**src/rtl/core/rvex_pkg.sv**
```systemverilog
// shared types, opcodes and helpers of the rv64im execute unit
// no dependencies; every other file in rtl/core uses it by scoped names
package rvex_pkg;

	localparam int DIV_STEPS = 64;
	localparam int DIV_LAT   = DIV_STEPS + 1;
	localparam int MUL_LAT   = 4;

	localparam logic [6:0] OPC_OP      = 7'h33;
	localparam logic [6:0] OPC_OP32    = 7'h3b;
	localparam logic [6:0] OPC_LOAD    = 7'h03;
	localparam logic [6:0] OPC_OPIMM   = 7'h13;
	localparam logic [6:0] OPC_OPIMM32 = 7'h1b;
	localparam logic [6:0] OPC_JALR    = 7'h67;
	localparam logic [6:0] OPC_SYSTEM  = 7'h73;
	localparam logic [6:0] OPC_STORE   = 7'h23;
	localparam logic [6:0] OPC_BRANCH  = 7'h63;
	localparam logic [6:0] OPC_AUIPC   = 7'h17;
	localparam logic [6:0] OPC_LUI     = 7'h37;
	localparam logic [6:0] OPC_JAL     = 7'h6f;

	localparam logic [6:0] F7_BASE   = 7'h00;
	localparam logic [6:0] F7_MULDIV = 7'h01;
	localparam logic [6:0] F7_ALT    = 7'h20;

	localparam logic [5:0] SHIFT_LOGIC = 6'h00;
	localparam logic [5:0] SHIFT_ARITH = 6'h10;

	localparam logic [2:0] F3_ADD  = 3'd0;
	localparam logic [2:0] F3_SLL  = 3'd1;
	localparam logic [2:0] F3_SLT  = 3'd2;
	localparam logic [2:0] F3_SLTU = 3'd3;
	localparam logic [2:0] F3_XOR  = 3'd4;
	localparam logic [2:0] F3_SR   = 3'd5;
	localparam logic [2:0] F3_OR   = 3'd6;
	localparam logic [2:0] F3_AND  = 3'd7;

	localparam logic [2:0] F3_MUL  = 3'd0;
	localparam logic [2:0] F3_MULH = 3'd1;
	localparam logic [2:0] F3_DIV  = 3'd4;
	localparam logic [2:0] F3_DIVU = 3'd5;
	localparam logic [2:0] F3_REM  = 3'd6;
	localparam logic [2:0] F3_REMU = 3'd7;

	localparam logic [2:0] F3_BEQ  = 3'd0;
	localparam logic [2:0] F3_BNE  = 3'd1;
	localparam logic [2:0] F3_BLT  = 3'd4;
	localparam logic [2:0] F3_BGE  = 3'd5;
	localparam logic [2:0] F3_BLTU = 3'd6;
	localparam logic [2:0] F3_BGEU = 3'd7;

	localparam logic [2:0] F3_PLAIN       = 3'd0;
	localparam logic [2:0] LOAD_RESERVED  = 3'd7;

	typedef enum logic [1:0] {
		MEM_NONE  = 2'd0,
		MEM_LOAD  = 2'd1,
		MEM_STORE = 2'd2
	} mem_kind_t;

	typedef enum logic [1:0] {
		FAULT_NONE     = 2'd0,
		FAULT_ILLEGAL  = 2'd1,
		FAULT_ECALL    = 2'd2,
		FAULT_MISALIGN = 2'd3
	} fault_t;

	typedef enum logic [1:0] {
		UNIT_ALU = 2'd0,
		UNIT_MUL = 2'd1,
		UNIT_DIV = 2'd2
	} unit_t;

	typedef enum logic [1:0] {
		MUL_LO   = 2'd0,
		MUL_HI   = 2'd1,
		MUL_WORD = 2'd2
	} mul_op_t;

	typedef struct packed {
		logic [31:0] instruction;
		logic [63:0] source_a;
		logic [63:0] source_b;
		logic [63:0] pc_value;
	} issue_t;

	typedef struct packed {
		logic [4:0]  dest_index;
		logic        dest_write;
		logic [63:0] dest_value;
		logic        jump_taken;
		logic [63:0] jump_target;
		mem_kind_t   mem_kind;
		logic [1:0]  mem_size_log;
		logic        mem_signed;
		logic [63:0] mem_address;
		logic [63:0] store_value;
		fault_t      fault;
	} result_t;

	typedef struct packed {
		logic rem;
		logic neg;
		logic word;
	} div_ctl_t;

	typedef struct packed {
		result_t     res;
		unit_t       unit;
		mul_op_t     mul_op;
		div_ctl_t    div_ctl;
		logic [63:0] opa;
		logic [63:0] opb;
	} work_t;

	function automatic logic [63:0] sext32(input logic [63:0] v);
		return {{32{v[31]}}, v[31:0]};
	endfunction

endpackage

```
**src/rtl/core/rvex_fifo.sv**
```systemverilog
// short queue of classified instructions between front and back
// holds rvex_pkg::work_t entries
module rvex_fifo #(
	parameter int DEPTH = 2
) (
	input  logic              clk,
	input  logic              arst_n,
	input  logic              push_valid,
	output logic              push_stall,
	input  rvex_pkg::work_t   push_data,
	input  logic              pop,
	output logic              pop_valid,
	output rvex_pkg::work_t   pop_data
);

	localparam int PW = $clog2(DEPTH);
	localparam int CW = $clog2(DEPTH + 1);

	rvex_pkg::work_t entry_q [DEPTH];
	logic [PW-1:0]   wr_ptr_q, rd_ptr_q;
	logic [CW-1:0]   cnt_q;
	logic            push;

	assign push_stall = cnt_q == CW'(DEPTH);
	assign push       = push_valid && !push_stall;
	assign pop_valid  = cnt_q != '0;
	assign pop_data   = entry_q[rd_ptr_q];

	always_ff @(posedge clk or negedge arst_n) begin
		if (!arst_n) begin
			wr_ptr_q <= '0;
			rd_ptr_q <= '0;
			cnt_q    <= '0;
		end else begin
			if (push) begin
				wr_ptr_q <= (wr_ptr_q == PW'(DEPTH - 1)) ? '0 : wr_ptr_q + 1'b1;
			end
			if (pop) begin
				rd_ptr_q <= (rd_ptr_q == PW'(DEPTH - 1)) ? '0 : rd_ptr_q + 1'b1;
			end
			if (push && !pop) cnt_q <= cnt_q + 1'b1;
			else if (!push && pop) cnt_q <= cnt_q - 1'b1;
		end
	end

	always_ff @(posedge clk) begin
		if (push) entry_q[wr_ptr_q] <= push_data;
	end

endmodule

```
**config.mk**
```make
export PLATFORM = sky130hd
export DESIGN_NAME = rvex_fifo
export DESIGN_NICKNAME = d
export VERILOG_FILES = /design/src/rtl/core/rvex_pkg.sv /design/src/rtl/core/rvex_fifo.sv
export SDC_FILE = /design/constraint.sdc
export NUM_CORES = 1
export LEC_CHECK = 0
export ABC_AREA = 1
export BUFFER_PORTS_ARGS = -buffer_cell sky130_fd_sc_hd__buf_2
export CELL_PAD_IN_SITES_DETAIL_PLACEMENT = 0
export CELL_PAD_IN_SITES_GLOBAL_PLACEMENT = 1
export CORE_AREA = 2 2 319 321
export DETAILED_ROUTE_END_ITERATION = 10
export DIE_AREA = 0 0 321 323
export PLACE_DENSITY_LB_ADDON = 0.1
export SYNTH_ARGS = -nofsm -noshare
export SYNTH_HDL_FRONTEND = slang
export SYNTH_SLANG_ARGS = --single-unit
```
**constraint.sdc**
```tcl
create_clock -name clk -period 20.3 [get_ports clk]
set_input_delay 4.06 -clock clk [delete_from_list [all_inputs] [get_ports clk]]
set_output_delay 4.06 -clock clk [all_outputs]
set_load 0.1 [all_outputs]
```
[Word-level counts from Yosys, hierarchy flattened]
Memory sizes are Yosys's and may differ from the RTL's.
Cells that the tools add are included.
Cells by class
  add/sub/neg operators: 4
  equality and inequality tests: 1
  muxes and demuxes: 6
  reduce and logical (&&, ||, !) cells: 8
Operators by type and width (count)
  two-way mux 1 bit: 4
  two-way mux 2 bit: 2
  nonzero test 2 bit: 2
  logical AND 1 bit: 3
  zero test 1 bit: 3
  adder 1 bit, second input constant: 2
  adder 2 x 1 -> 2 bit, second input constant: 1
  equality test 2 bit, second input constant: 1
  subtractor 2 x 1 -> 2 bit, second input constant: 1
Word-level totals
  flip-flop bits (word level): 4
  RAM bits: 810
  bits of input ports: 409
  output and inout bits: 407
  word-level logic and storage cells: 23
  memories kept: 1
Memory list
  entry_q: depth 2, width 405, read ports 1, clocked after memory_dff 0, wr ports 1, RTL line rvex_fifo.sv:19  | rvex_pkg::work_t entry_q [DEPTH];

[Depth between registers and ports, before layout]
  word-level depth: 7
  mapped depth: 9

[Worst setup path before layout]
Ideal clock, no wire load.
  kind: input to register
  from: input port push_valid
  to: memory entry_q[1][0] (netlist bit), enable pin
  setup time: 1.181 ns
  arrival time: 20.920 ns
  data required time: 19.119 ns
  setup slack: -1.801 ns
  stages: 2
  cells stage by stage: o21ai_0 > nor2_1
Between the ends
  cells in the longest elaborated chain, start to end: 3
RTL lines
  from (decl): RTL line rvex_fifo.sv:8  | input logic push_valid,
  logical AND 1 bit: RTL line rvex_fifo.sv:25  | assign push = push_valid && !push_stall;
  two-way mux 1 bit: RTL line rvex_fifo.sv:47  | if (push) entry_q[wr_ptr_q] <= push_data;
  two-way mux 1 bit (implied by the code): RTL line rvex_fifo.sv:47
  to (decl): RTL line rvex_fifo.sv:19
No other way between the ends.

==> results_dict.tcl <==
set metrics [dict create \
    synth_top_family_by_area "multiplexers" \
    cp-start-kind "flop" \
    worstMarginPinSlew_ns 1.15 \
    placed_area_mm2 0.0362 \
    synthArstFlopShare_pct 0.491 \
    ctsHtreeMaxLevel 3 \
    synthDominantAreaCellType "edfxtp_1" \
    place_congestion 0.758 \
    status "complete, no violations" \
    synth_xor_area_share_pct 0.0567 \
    maxSlewHeadroom_pct 23.3 \
    netlist_area_mm2 0.0309 \
    antenna_left 0 \
    synthesis.nets 1699 \
    arrival_ns 4.39 \
    wirelength_um 79200 \
    avgViaCountPerCell 4.34 \
    postCtsSetupBuffers 0 \
    grt_overflow 0 \
    synth.top_cells.by_area "edfxtp_1 79%, mux2_4 17%, mux2_2 2.4%, buf_6 0.98%, buf_8 0.58%" \
    fin_crit_ns 8.45 \
    synth-compound-area-share_pct 0.0162 \
    fin_skew_ns 0.0144 \
    postSynthCellCount 1289 \
    die_x_um 321 \
    finalInstanceArea_mm2 0.0391 \
    slew_viol_final 0 \
    yosys.cell_types.count 16 \
    end_kind "output port" \
    ctsResizeCount 0 \
    drive_gt1_share_pct 60.7 \
    yosysWarnings 0 \
    numPortBuffers 815 \
    synth_simple_gate_area_share_pct 0.170 \
    drt-initial-drc-count 739 \
    final-seq-area_mm2 0.0244 \
    synth_top_flop_cell "edfxtp_1" \
    yosysTopAreaCellShare_pct 78.7 \
    wire_per_inst_um 22.2 \
    antenna_found_initial 53 \
    start_util_pct 30.7 \
    clock_sinks 814 \
    synth_mux_area_share_pct 18.9 \
    cp_max_fo 123 \
    synthToLayoutAreaGrowth_pct 26.6 \
    hold_class "flop to flop" \
    cts-root-buf "clkbuf_16" \
    die_area_mm2 0.104 \
    ios 816 \
    required_ns 16.24 \
    rsz0062_at_grt "false" \
    hold_viol_final 0 \
    rows 117 \
    first_global_vias 16187 \
    setup_viol 0 \
    synth_edf_count 810 \
    cts_tree "built" \
    path_class "flop to output port" \
    die_h_um 323 \
    track_usage_pct 14.6 \
    dr.pass1.iters 5 \
    grt_max_degree 146 \
    drc 0 \
    grt_pass1_wl_um 109000 \
    cts_inserted_buffers 90 \
    period_share_pct 41.6 \
    nNetsFinal 2574 \
    multi_input_area_mm2 0.00593 \
    cts_buffer_depth 3 \
    clk_latency_ns 0.64 \
    syn_avg_cell_area_um2 24.0 \
    ys_seq_area_share_pct 79.1 \
    synth_fa_ha_area_share_pct 0.0405 \
    fmax_mhz 118 \
    clk_pin_slew_ns 0.05 \
    drv_cap 0 \
    ys_seq_elements 814 \
    num-fill-cells 9425 \
    hpwl_um 54600 \
    cts_hold_buf 0 \
    vias 15448 \
    core_mm2 0.101 \
    final.setup.tns_ns 0 \
]
worst max-delay path: stages (launching register included):
cell and delay (ns):
dfrtp_4 1.07, buf_4 0.91, buf_12 0.77, mux2_4 0.32, buf_2 0.43
placed cells by master (no fill, tap or decap), types with 3 or more instances in the layout:
cell type / Yosys / final
nand2_1: 8 / 8
buf_2: 6 / 815
inv_1: 8 / 7
clkbuf_16: 0 / 95
mux2_2: 65 / 65
clkbuf_1: 0 / 22
bufinv_16: 0 / 6
diode_2: 0 / 21
buf_4: 0 / 10
edfxtp_1: 810 / 810
dfrtp_1: 4 / 3
buf_12: 0 / 3
clkinv_1: 0 / 18
clkinv_2: 0 / 13
mux2_4: 340 / 340
metrics by stage:
step	util (%)	worst slack, ns	hold WS, ns	std cells
after global routing	38.8	11.48	0.502	3556
after detailed placement	36.0	11.01	0.461	3381
after CTS	38.8	11.66	0.474	3540
after global placement	36.0	11.01	0.460	3381
after floorplan	-	5.06	0.442	1289
final	38.8	11.85	0.468	3561
state kept, by name, summed over array words and instances, names as in the netlist:
name,cells
rd_ptr_q,1
wr_ptr_q,1
cnt_q,2
entry_q,810
routing by layer:
metal	routed length (µm)	track usage (%)	vias up
met1	26300	14.2	7699
met2	42900	26.8	585
met3	6930	5.92	185
li1	-	-	6937
met5	284	0	-
met4	2730	6.86	42
final timing paths:
check,start,slack (ns),to,depth (start not counted)
worst max-delay path,rd_ptr_q,11.85,pop_data[338],4
worst min-delay path,cnt_q[1],0.47,cnt_q[1],2
worst max register to register,cnt_q[1],14.88,entry_q[1][348],7
worst min register to register,cnt_q[1],0.47,cnt_q[1],2
max in group asynchronous,arst_n,16.91,rd_ptr_q,1
min in group asynchronous,arst_n,3.23,wr_ptr_q,1
logic make-up after synthesis:
family | count (synthesis)
fa+ha+maj | 1
buf+inv | 53
mux | 405
simple gates | 13
compound gates | 1
flops | 814
xor+xnor | 2
final cells by class:
class,count,share of cell area (%)
flip-flops and latches,814,62.4
multi-input cells,422,15.2
repair buffers,828,10.8
well taps,1309,4.19
clock buffers,118,6.32
inverters,8,0.0960
diodes,21,0.134
clock inverters,41,0.883
cells in the mapped netlist, types with 3 or more instances:
library cell,instances
nand2_1,8
edfxtp_1,810
mux2_4,340
dfrtp_1,4
buf_6,27
mux2_2,65
buf_8,12
inv_1,8
buf_2,6
nor2_1,3
Power is left out: the tool's default activity adds up to more than one toggle a clock period on the data nets, which glitch-free logic cannot reach.
